$ cat src/rle_pkg.sv
package rle_pkg;

	localparam int CAPACITY_DEF = 64;
	localparam int ID_BITS_DEF  = 31;

	localparam logic [1:0] OP_PUSH_OLD = 2'd0;
	localparam logic [1:0] OP_TOUCH    = 2'd1;
	localparam logic [1:0] OP_REMOVE   = 2'd2;
	localparam logic [1:0] OP_QUERY    = 2'd3;

	localparam logic [1:0] ST_OK        = 2'd0;
	localparam logic [1:0] ST_NOT_FOUND = 2'd1;
	localparam logic [1:0] ST_FULL      = 2'd2;
	localparam logic [1:0] ST_EVICTED   = 2'd3;

	typedef struct packed {
		logic [1:0]  operation;
		logic [30:0] user_id;
		logic [6:0]  limit;
	} cmd_t;

	typedef struct packed {
		logic [30:0] out_id;
		logic        id_valid;
		logic        last;
		logic [6:0]  entry_count;
		logic [1:0]  status;
	} rsp_t;

endpackage

$ cat src/rle_mem.sv
module rle_mem #(
	parameter int DEPTH = rle_pkg::CAPACITY_DEF,
	parameter int WIDTH = rle_pkg::ID_BITS_DEF
) (
	input  logic                     clk,
	input  logic                     we,
	input  logic [$clog2(DEPTH)-1:0] waddr,
	input  logic [WIDTH-1:0]         wdata,
	input  logic [$clog2(DEPTH)-1:0] raddr,
	output logic [WIDTH-1:0]         rdata
);
	logic [WIDTH-1:0] mem [DEPTH];

	always_ff @(posedge clk) begin
		if (we) begin
			mem[waddr] <= wdata;
		end
		rdata <= mem[raddr];
	end
endmodule

$ cat src/recency_list_engine_core.sv
// Recency list of ids, oldest at slot 0, held in one single-port-read
// synchronous memory. A command is taken when start is high and busy is low;
// busy stays high until the last result has been issued. Results appear on
// rsp for one cycle with rsp_strobe and cannot be held off. Every step of the
// list walk is a read followed by a compare or write. A touch that evicts
// scans the whole list and then shifts it down; a query checks each
// candidate for a newer copy by scanning the entries above it.
module recency_list_engine_core #(
	parameter int CAPACITY = rle_pkg::CAPACITY_DEF,
	parameter int ID_BITS  = rle_pkg::ID_BITS_DEF
) (
	input  logic        clk,
	input  logic        arst_n,
	input  logic        start,
	output logic        busy,
	input  rle_pkg::cmd_t cmd,
	output logic        rsp_strobe,
	output rle_pkg::rsp_t rsp
);
	import rle_pkg::*;

	localparam int ADDR_W = $clog2(CAPACITY);
	localparam int CNT_W  = $clog2(CAPACITY + 1);

	typedef enum logic [3:0] {
		S_IDLE, S_UP_RD, S_UP_WR, S_FIND_RD, S_FIND_CHK, S_DN_RD, S_DN_WR,
		S_APPEND, S_RESP, S_Q_CAND, S_Q_HOLD, S_Q_SCAN, S_Q_CMP, S_Q_END
	} state_t;

	state_t             state_q;
	logic [1:0]         op_q;
	logic [ID_BITS-1:0] id_q;
	logic [6:0]         limit_q;
	logic [CNT_W-1:0]   fill_q, idx_q, jdx_q, n_q;
	logic [ID_BITS-1:0] v_q;
	logic [30:0]        pend_q;
	logic               pend_v_q;
	logic [1:0]         status_q;
	rsp_t               rsp_q;
	logic               rsp_strobe_q;

	logic               mem_we;
	logic [ADDR_W-1:0]  mem_waddr, mem_raddr;
	logic [ID_BITS-1:0] mem_wdata, mem_rdata;
	logic [CNT_W-1:0]   idx_m1, idx_p1;

	assign idx_m1 = idx_q - CNT_W'(1);
	assign idx_p1 = idx_q + CNT_W'(1);

	rle_mem #(.DEPTH(CAPACITY), .WIDTH(ID_BITS)) u_mem (
		.clk   (clk),
		.we    (mem_we),
		.waddr (mem_waddr),
		.wdata (mem_wdata),
		.raddr (mem_raddr),
		.rdata (mem_rdata)
	);

	always_comb begin
		mem_we    = 1'b0;
		mem_waddr = idx_q[ADDR_W-1:0];
		mem_wdata = mem_rdata;
		mem_raddr = idx_q[ADDR_W-1:0];
		case (state_q)
			S_UP_RD: begin
				if (idx_q == '0) begin
					mem_we    = 1'b1;
					mem_wdata = id_q;
				end else begin
					mem_raddr = idx_m1[ADDR_W-1:0];
				end
			end
			S_UP_WR:   mem_we = 1'b1;
			S_DN_RD:   mem_raddr = idx_p1[ADDR_W-1:0];
			S_DN_WR:   mem_we = 1'b1;
			S_APPEND: begin
				mem_we    = 1'b1;
				mem_waddr = fill_q[ADDR_W-1:0];
				mem_wdata = id_q;
			end
			S_Q_CAND:  mem_raddr = idx_m1[ADDR_W-1:0];
			S_Q_SCAN:  mem_raddr = jdx_q[ADDR_W-1:0];
			default: ;
		endcase
	end

	always_ff @(posedge clk or negedge arst_n) begin
		if (!arst_n) begin
			state_q      <= S_IDLE;
			fill_q       <= '0;
			pend_v_q     <= 1'b0;
			rsp_strobe_q <= 1'b0;
		end else begin
			rsp_strobe_q <= 1'b0;
			case (state_q)
				S_IDLE: begin
					if (start) begin
						op_q     <= cmd.operation;
						id_q     <= ID_BITS'(cmd.user_id);
						limit_q  <= cmd.limit;
						status_q <= ST_OK;
						pend_v_q <= 1'b0;
						n_q      <= '0;
						case (cmd.operation)
							OP_PUSH_OLD: begin
								idx_q <= fill_q;
								if (32'(fill_q) >= CAPACITY) begin
									status_q <= ST_FULL;
									state_q  <= S_RESP;
								end else begin
									state_q <= S_UP_RD;
								end
							end
							OP_QUERY: begin
								idx_q   <= fill_q;
								state_q <= S_Q_CAND;
							end
							default: begin
								idx_q   <= '0;
								state_q <= S_FIND_RD;
							end
						endcase
					end
				end
				// shift everything up one slot, then the new id lands in slot 0
				S_UP_RD: begin
					if (idx_q == '0) begin
						fill_q  <= fill_q + CNT_W'(1);
						state_q <= S_RESP;
					end else begin
						state_q <= S_UP_WR;
					end
				end
				S_UP_WR: begin
					idx_q   <= idx_m1;
					state_q <= S_UP_RD;
				end
				S_FIND_RD: begin
					if (idx_q == fill_q) begin
						if (op_q == OP_REMOVE) begin
							status_q <= ST_NOT_FOUND;
							state_q  <= S_RESP;
						end else if (32'(fill_q) >= CAPACITY) begin
							status_q <= ST_EVICTED;
							idx_q    <= '0;
							state_q  <= S_DN_RD;
						end else begin
							state_q <= S_APPEND;
						end
					end else begin
						state_q <= S_FIND_CHK;
					end
				end
				S_FIND_CHK: begin
					if (mem_rdata == id_q) begin
						state_q <= S_DN_RD;
					end else begin
						idx_q   <= idx_p1;
						state_q <= S_FIND_RD;
					end
				end
				// close the gap at idx_q by moving the newer entries down
				S_DN_RD: begin
					if (idx_p1 >= fill_q) begin
						fill_q  <= fill_q - CNT_W'(1);
						state_q <= (op_q == OP_TOUCH) ? S_APPEND : S_RESP;
					end else begin
						state_q <= S_DN_WR;
					end
				end
				S_DN_WR: begin
					idx_q   <= idx_p1;
					state_q <= S_DN_RD;
				end
				S_APPEND: begin
					fill_q  <= fill_q + CNT_W'(1);
					state_q <= S_RESP;
				end
				S_RESP: begin
					rsp_strobe_q      <= 1'b1;
					rsp_q.out_id      <= '0;
					rsp_q.id_valid    <= 1'b0;
					rsp_q.last        <= 1'b1;
					rsp_q.entry_count <= 7'(fill_q);
					rsp_q.status      <= status_q;
					state_q           <= S_IDLE;
				end
				S_Q_CAND: begin
					if (idx_q == '0 || 32'(n_q) >= 32'(limit_q)) begin
						state_q <= S_Q_END;
					end else begin
						state_q <= S_Q_HOLD;
					end
				end
				S_Q_HOLD: begin
					v_q     <= mem_rdata;
					jdx_q   <= idx_q;
					state_q <= S_Q_SCAN;
				end
				// a candidate is new unless a newer slot holds the same id
				S_Q_SCAN: begin
					if (jdx_q == fill_q) begin
						if (pend_v_q) begin
							rsp_strobe_q      <= 1'b1;
							rsp_q.out_id      <= pend_q;
							rsp_q.id_valid    <= 1'b1;
							rsp_q.last        <= 1'b0;
							rsp_q.entry_count <= 7'(fill_q);
							rsp_q.status      <= ST_OK;
						end
						pend_q   <= 31'(v_q);
						pend_v_q <= 1'b1;
						n_q      <= n_q + CNT_W'(1);
						idx_q    <= idx_m1;
						state_q  <= S_Q_CAND;
					end else begin
						state_q <= S_Q_CMP;
					end
				end
				S_Q_CMP: begin
					if (31'(mem_rdata) == 31'(v_q)) begin
						idx_q   <= idx_m1;
						state_q <= S_Q_CAND;
					end else begin
						jdx_q   <= jdx_q + CNT_W'(1);
						state_q <= S_Q_SCAN;
					end
				end
				S_Q_END: begin
					rsp_strobe_q      <= 1'b1;
					rsp_q.out_id      <= pend_v_q ? pend_q : 31'd0;
					rsp_q.id_valid    <= pend_v_q;
					rsp_q.last        <= 1'b1;
					rsp_q.entry_count <= 7'(fill_q);
					rsp_q.status      <= ST_OK;
					state_q           <= S_IDLE;
				end
				default: state_q <= S_IDLE;
			endcase
		end
	end

	assign busy       = (state_q != S_IDLE);
	assign rsp_strobe = rsp_strobe_q;
	assign rsp        = rsp_q;

	a_busy_after_transfer: assert property (@(posedge clk) disable iff (!arst_n)
		start && !busy |=> busy) else $error("busy not raised after command");
	a_last_ends_busy: assert property (@(posedge clk) disable iff (!arst_n)
		rsp_strobe && rsp.last |-> !busy) else $error("still busy after last result");
	a_invalid_is_last: assert property (@(posedge clk) disable iff (!arst_n)
		rsp_strobe && !rsp.id_valid |-> rsp.last) else $error("invalid result not last");
	a_fill_bound: assert property (@(posedge clk) disable iff (!arst_n)
		32'(fill_q) <= CAPACITY) else $error("fill count beyond capacity");
endmodule

$ cat config.mk
export PLATFORM = sky130hd
export DESIGN_NAME = recency_list_engine_core
export DESIGN_NICKNAME = d
export VERILOG_FILES = /design/src/rle_pkg.sv /design/src/rle_mem.sv /design/src/recency_list_engine_core.sv
export SDC_FILE = /design/constraint.sdc
export NUM_CORES = 2
export LEC_CHECK = 0
export ABC_AREA = 1
export BUFFER_PORTS_ARGS = -buffer_cell sky130_fd_sc_hd__buf_2
export CELL_PAD_IN_SITES_DETAIL_PLACEMENT = 0
export CELL_PAD_IN_SITES_GLOBAL_PLACEMENT = 1
export CORE_ASPECT_RATIO = 1.75
export CORE_MARGIN = 10
export CORE_UTILIZATION = 37
export DETAILED_ROUTE_END_ITERATION = 8
export GPL_TIMING_DRIVEN = 0
export PLACE_DENSITY_LB_ADDON = 0.1
export SLEW_MARGIN = 20
export SYNTH_ARGS = -nofsm -noshare
export SYNTH_HDL_FRONTEND = slang
export SYNTH_SLANG_ARGS = --single-unit
$ cat constraint.sdc
create_clock -name clk -period 5.99 [get_ports clk]
set_clock_uncertainty 0.1 [all_clocks]
set_input_delay 0.2995 -clock clk [delete_from_list [all_inputs] [get_ports clk]]
set_output_delay 0.2995 -clock clk [all_outputs]
set_load 0.01 [all_outputs]
After elaboration in Yosys (flattened, before gate mapping) --
Memory sizes are Yosys's and may differ from the RTL's. A register that Yosys moved wholly into a read port is not among the register bits. Index checks and enable logic that the tools add are counted.
Word-level totals: register bits after elaboration 180, memory bits (writable) 1984, input port bits 43, output and inout port bits 44, word-level logic and storage cells 141, memories 1
Operators by class: add/sub/neg operators 6, $lt $le $gt $ge 3, equality and inequality tests 32, mux-type cells 57, reductions and logical operators 24
Memories:
- u_mem.mem | depth 64, bits a word 31, rd ports 1, clocked after Yosys merged registers in 1, write ports 1, line rle_mem.sv:12 | logic [WIDTH-1:0] mem [DEPTH];
Operators with widths (number):
- 42-bit case mux with 3 select lines | 1
- 7-bit 2-to-1 mux | 13
- 42-bit 2-to-1 mux | 2
- 31-bit equality test | 2
- 31-bit 2-to-1 mux | 2
- 31-bit case mux with 2 select lines | 1
- 7-bit case mux with 7 select lines | 1
- 4-bit case mux with 12 select lines | 1
- 7-bit by 1-bit adder with 7-bit output (second input constant) | 4
- 4-bit 2-to-1 mux | 7
- 7-bit case mux with 2 select lines | 2
- 4-bit equality test (second input constant) | 6
- 6-bit case mux with 4 select lines | 1
- 2-bit != test (second input constant) | 11
- 7-bit case mux with 3 select lines | 1
- 4-bit by 3-bit equality test with 1-bit output (second input constant) | 4
- 2-bit 2-to-1 mux | 8
- 3-bit AND reduction | 5
- 7-bit equality test | 2
- 7-bit greater-or-equal comparator | 2
- 7-bit by 1-bit subtractor with 7-bit output (second input constant) | 2
- 6-bit 2-to-1 mux | 2
- 3-bit 2-to-1 mux | 3
- 9-bit AND reduction | 1
- 23 further kinds | 38

Depth between registers and ports, before layout --
depth in word-level cells 5, mapped depth 20, mapped depth without buffers 19

By module --
A second synthesis with hierarchy kept.
Unflattened totals: cell total of the unflattened synthesis 7639, area, all modules 89706.0 µm²
By module, submodules not included:
- rle_mem | instances 1, cells an instance 6726, area each 80462.2 µm²
- recency_list_engine_core | instances 1, cells an instance 913, area each 9243.9 µm²

Worst setup path after synthesis --
Ideal clock, no wire load.
kind register to register, start register state_q[0], end register rsp_q (netlist bit rsp[0]) (enable), library setup time 0.505 ns, arrival time 4.320 ns, data required time 5.385 ns, slack 1.065 ns, stages on the path, launching flop included 8, buffers on the path 2, path through dfrtp_1 > buf_2 > nand2_1 > inv_2 > nand2_2 > buf_1 > o21ai_0 > a211oi_1
On the way: word-level cells in the longest chain between the ends 3, elaborated cells between the ends (all ways) 7
RTL lines:
- start: declaration | line recency_list_engine_core.sv:30 | state_t state_q;
- start signal: assignment | line recency_list_engine_core.sv:166 | state_q <= (op_q == OP_TOUCH) ? S_APPEND : S_RESP;
- 4-bit equality test | line recency_list_engine_core.sv:95 | case (state_q)
- 2-bit != test (no line) / 3-bit nonzero test (equally long branches)
- 4-bit AND reduction (no line) *
- end: declaration | line recency_list_engine_core.sv:39 | rsp_t rsp_q;
Mark *: on every way between the ends. The rest lies on a longest branch, timed or not. A chain may end at the register's enable or synchronous reset.

Worst setup path in the final report --
start register idx_q[0], end register u_mem.rdata[18] (read register of u_mem.mem)
On the way: word-level cells in the longest chain between the ends 3, elaborated cells between the ends (all ways) 5
RTL lines:
- start: declaration | line recency_list_engine_core.sv:34 | logic [CNT_W-1:0] fill_q, idx_q, jdx_q, n_q;
- start signal: assignment | line recency_list_engine_core.sv:106 | idx_q <= fill_q;
- start signal: assignment | line recency_list_engine_core.sv:115 | idx_q <= fill_q;
- start signal: assignment | line recency_list_engine_core.sv:135 | idx_q <= idx_m1;
- 7-bit by 1-bit subtractor with 7-bit output / 7-bit zero test (equally long branches) | line recency_list_engine_core.sv:47, recency_list_engine_core.sv:66
- 6-bit 2-to-1 mux | line recency_list_engine_core.sv:66 | if (idx_q == '0) begin
- 6-bit case mux with 4 select lines * | line recency_list_engine_core.sv:64 | case (state_q)
- end: declaration | line rle_mem.sv:10 | output logic [WIDTH-1:0] rdata
Marks and branches as above.

==> out/results.tsv <==
stage	metric	value	unit
drt	total iterations of the first detailed-routing run	5	
drt	vias post-DR	65900	
placement	RD Place Congestion	0.9563	
sta	final worst slack	-8.176	ps
clock_network	CTS Sinks	2195	
synth	Top FF cell, synth	edfxtp_1	
worst_setup_path	CP endpoint kind	register	
synth	Synth Area in Compound Gates	0.5755	%
drt	Routed WL	368700	um
finish	Layout area overhead	16.24	%
synth	FF+latch count, synth	2195	
drt	met3 WL	14680	um
worst_setup_path	WS Path Type	reg -> reg	
floorplan	die area	0.2825	mm2
worst_setup_path	CP max stage delay	740	ps
global_routing	overall routing resource usage	25.54	%
floorplan	chip height	695.7	um
worst_setup_path	Crit path top cell by count	nand3_1	
sta	worst-margin pin slew	1221	ps
synth	adder-cell area share of the yosys netlist	0.3448	%
drt	Antenna Nets Post-Route	0	
clock_network	H-Tree Level Count	4	
synth	Synth area leaders	edfxtp_1 (67%), nand3_1 (11%), nand2_1 (5.4%), nand3b_1 (5.3%), inv_1 (5.1%)	
finish	multi-input logic area	0.02440	mm2
floorplan	I/O pin count	87	
drt	Highest Signal Layer	met5	
worst_setup_path	critical path's top delay family	simple AND/OR/NAND/NOR gates	
run	max cap viols	0	
drt	vias per cell	5.189	
worst_setup_path	CP arrival	6650	ps
clock_network	TritonCTS buffer count	215	
synth	largest family of logic cells by synthesized area	simple AND/OR/NAND/NOR gates	
status	failing checks	negative setup slack	
sta	slew margin rel.	18.06	%
drt	Routed WL per cell	29.03	um
drt	initial drt markers	5453	
floorplan	row count	248	
sta	Fmax	166.7	MHz
synth	XOR/XNOR Fraction of Synth Area	0.7531	%
global_routing	initial antenna violation count	26	
synth	yosys warns	0	
clock_network	Worst-path clk slew	70	ps
synth	area of the mapped netlist	0.09653	mm2
synth	number of distinct library cells after synthesis	44	
drt	Metal-1 WL	126900	um
sta	Finish-stage setup viols	1	
clock_network	Post-CTS Hold Fix Bufs	78	
worst_setup_path	critical-path cell list	inv_1 > ha_1 > inv_1 > nor2_1 > nand3_1 > nand2_2 > nand3_1 > nand2_1 > nand2_2 > nand2_2 > buf_6 > buf_2 > buf_2 > nand2_1 > nand3_1 > nand3_1 > nand3_1 > nand3_1 > nand3_1 > nand2_1	
global_routing	number of global-route vias before repair	65910	
clock_network	CTS resizes	0	
global_routing	pin count of the biggest net entering global routing	65	
sta	endpoints failing hold	0	
finish	final core occ	43.10	%
finish	share of cells above drive strength 1	10.57	%
floorplan	Die W	406.1	um
worst_setup_path	crit path buf inv count	5	
floorplan	Initial Util	37.08	%
synth	post-synth top area cell	edfxtp_1	
clock_network	# Post-CTS Setup Buffers	0	
sta	RSZ-0062 raised after global routing	false	
finish	Seq. cell area	0.06554	mm2
clock_network	clock buffer depth	4	
synth	post-synthesis mux area share	0.3150	%
sta	fin crit period	5998	ps
placement	buffers added on ports	86	
sta	Slew Viols, Final	0	
drt	Remaining DRCs	0	
drt	wire length on met2	192500	um
worst_setup_path	Worst EP required	6650	ps
synth	fraction of registers with async set or reset after synthesis	0.5923	%
synth	Syn Inst Count	8631	
finish	FILL cells	24440	
worst_setup_path	critical path's slowest cell	buf_2	
status	status	finished with violations	
clock_network	CTS tree	built	
synth	Syn Nets	8700	
clock_network	Worst-Skew Late Latency	910	ps
global_routing	grt total ovfl	0	
synth	number of synthesized flops with an enable pin	2151	
sta	period utilisation layout	100.1	%
worst_setup_path	critical-path maximum fanout	10	
synth	Synth top area share	66.92	%
placement	DP Wirelength	273600	um
synth	Seq/Total Area, Yosys	67.90	%
global_routing	first-pass GRT wire length	506000	um
synth	syn_area_per_cell	11.18	um2
worst_hold_path	worst hold path type	in -> reg	
synth	post-synthesis simple-gate area fraction	22.43	%
finish	Nets	9201	
clock_network	Root Driver	clkbuf_16	
sta	setup TNS	-8.176	ps
worst_setup_path	CP Launch Type	register	
floorplan	Core Area	0.2603	mm2
-- area by class of cell --
class                   count  share of cell area, %
flip-flops and latches   2195                  58.41
multi-input cells        4583                  21.75
plain buffers             537                  2.217
inverters                1316                  4.403
diodes                     15                0.03345
repair buffers            284                  3.422
well taps                3375                  3.764
clock inverters           121                 0.9222
clock buffers             272                  5.080
-- cell families (layout without fill, tap and decap cells) --
family / Yosys count / after routing
adder cells (fa/ha/maj): 26 / 26
multiplexers: 27 / 27
buffers and inverters: 1853 / 2530
other: 0 / 15
XOR/XNOR: 83 / 83
flip-flops: 2195 / 2195
AO/OA/AOI/OAI: 89 / 89
AND/OR/NAND/NOR: 4358 / 4358
-- synth_stat cells (6+ instances only) --
cell type,n
o21ai_0,35
nand2_2,8
nand4_1,14
clkbuf_1,167
inv_1,1303
o2111ai_1,6
xor2_1,63
nor3_1,10
buf_1,32
nor4_1,12
inv_2,13
edfxtp_1,2151
xnor2_1,20
o221ai_1,7
dfxtp_1,31
nor2_1,169
buf_4,11
mux2_2,27
nand2_1,1377
buf_2,325
ha_1,25
nand3_1,2074
dfrtp_1,13
nand3b_1,684
a21oi_1,20
-- stage by stage --
step	setup WS (ps)	area [um2]	std cells	hold slack, ps
floorplan	1065	96530	8631	-96.09
global route	49.93	112200	12680	51.17
detailed placement	102.4	104600	12210	205.6
global placement	-6283	101200	12090	208.3
CTS	88.42	112200	12680	2.855
finish	-8.176	112200	12700	45.22
-- cell usage in the layout (no fill, tap or decap), types with 63 or more instances in the layout --
cell	instances
xor2_1	63
edfxtp_1	2151
dlygate4sd3_1	78
inv_1	1303
nor2_1	102
buf_12	64
nand2_1	1376
clkbuf_16	219
nand3_1	2074
nand3b_1	684
buf_2	411
clkbuf_1	211
nor2_4	68
-- sequential cells by signal (all words and copies together), names as in the netlist, 2 cells and up --
register and flops:
u_mem.rdata 31, fill_q 7, op_q 2, pend_q 31
state_q 4, idx_q 7, limit_q 7, n_q 7
v_q 31, status_q 2, rsp 42, id_q 31
jdx_q 7, u_mem.mem 1984
-- final timing paths --
path	from	end	slack [ps]	cells past startpoint
setup reg to reg	idx_q[0]$_DFFE_PP_	u_mem.rdata[18]$_DFF_P_	-8	20
max in group asynchronous	arst_n	fill_q[6]$_DFFE_PN0P_	4540	3
hold / removal	cmd[6]	limit_q[6]$_DFFE_PP_	50	2
hold reg to reg	v_q[11]$_DFFE_PP_	pend_q[11]$_DFFE_PP_	370	0
setup / recovery	idx_q[0]$_DFFE_PP_	u_mem.rdata[18]$_DFF_P_	-8	20
min in group asynchronous	arst_n	state_q[0]$_DFFE_PN0N_	640	3
-- routing by layer --
layer | vias to the layer above | global-route usage (%)
li1 | 30540 | -
met2 | 2027 | 46.80
met4 | 4 | 20.04
met3 | 751 | 2.381
met1 | 32580 | 26.54
met5 | - | 0
Power is left out: the tool's default activity adds up to more than one toggle a clock period on the data nets, which glitch-free logic cannot reach.
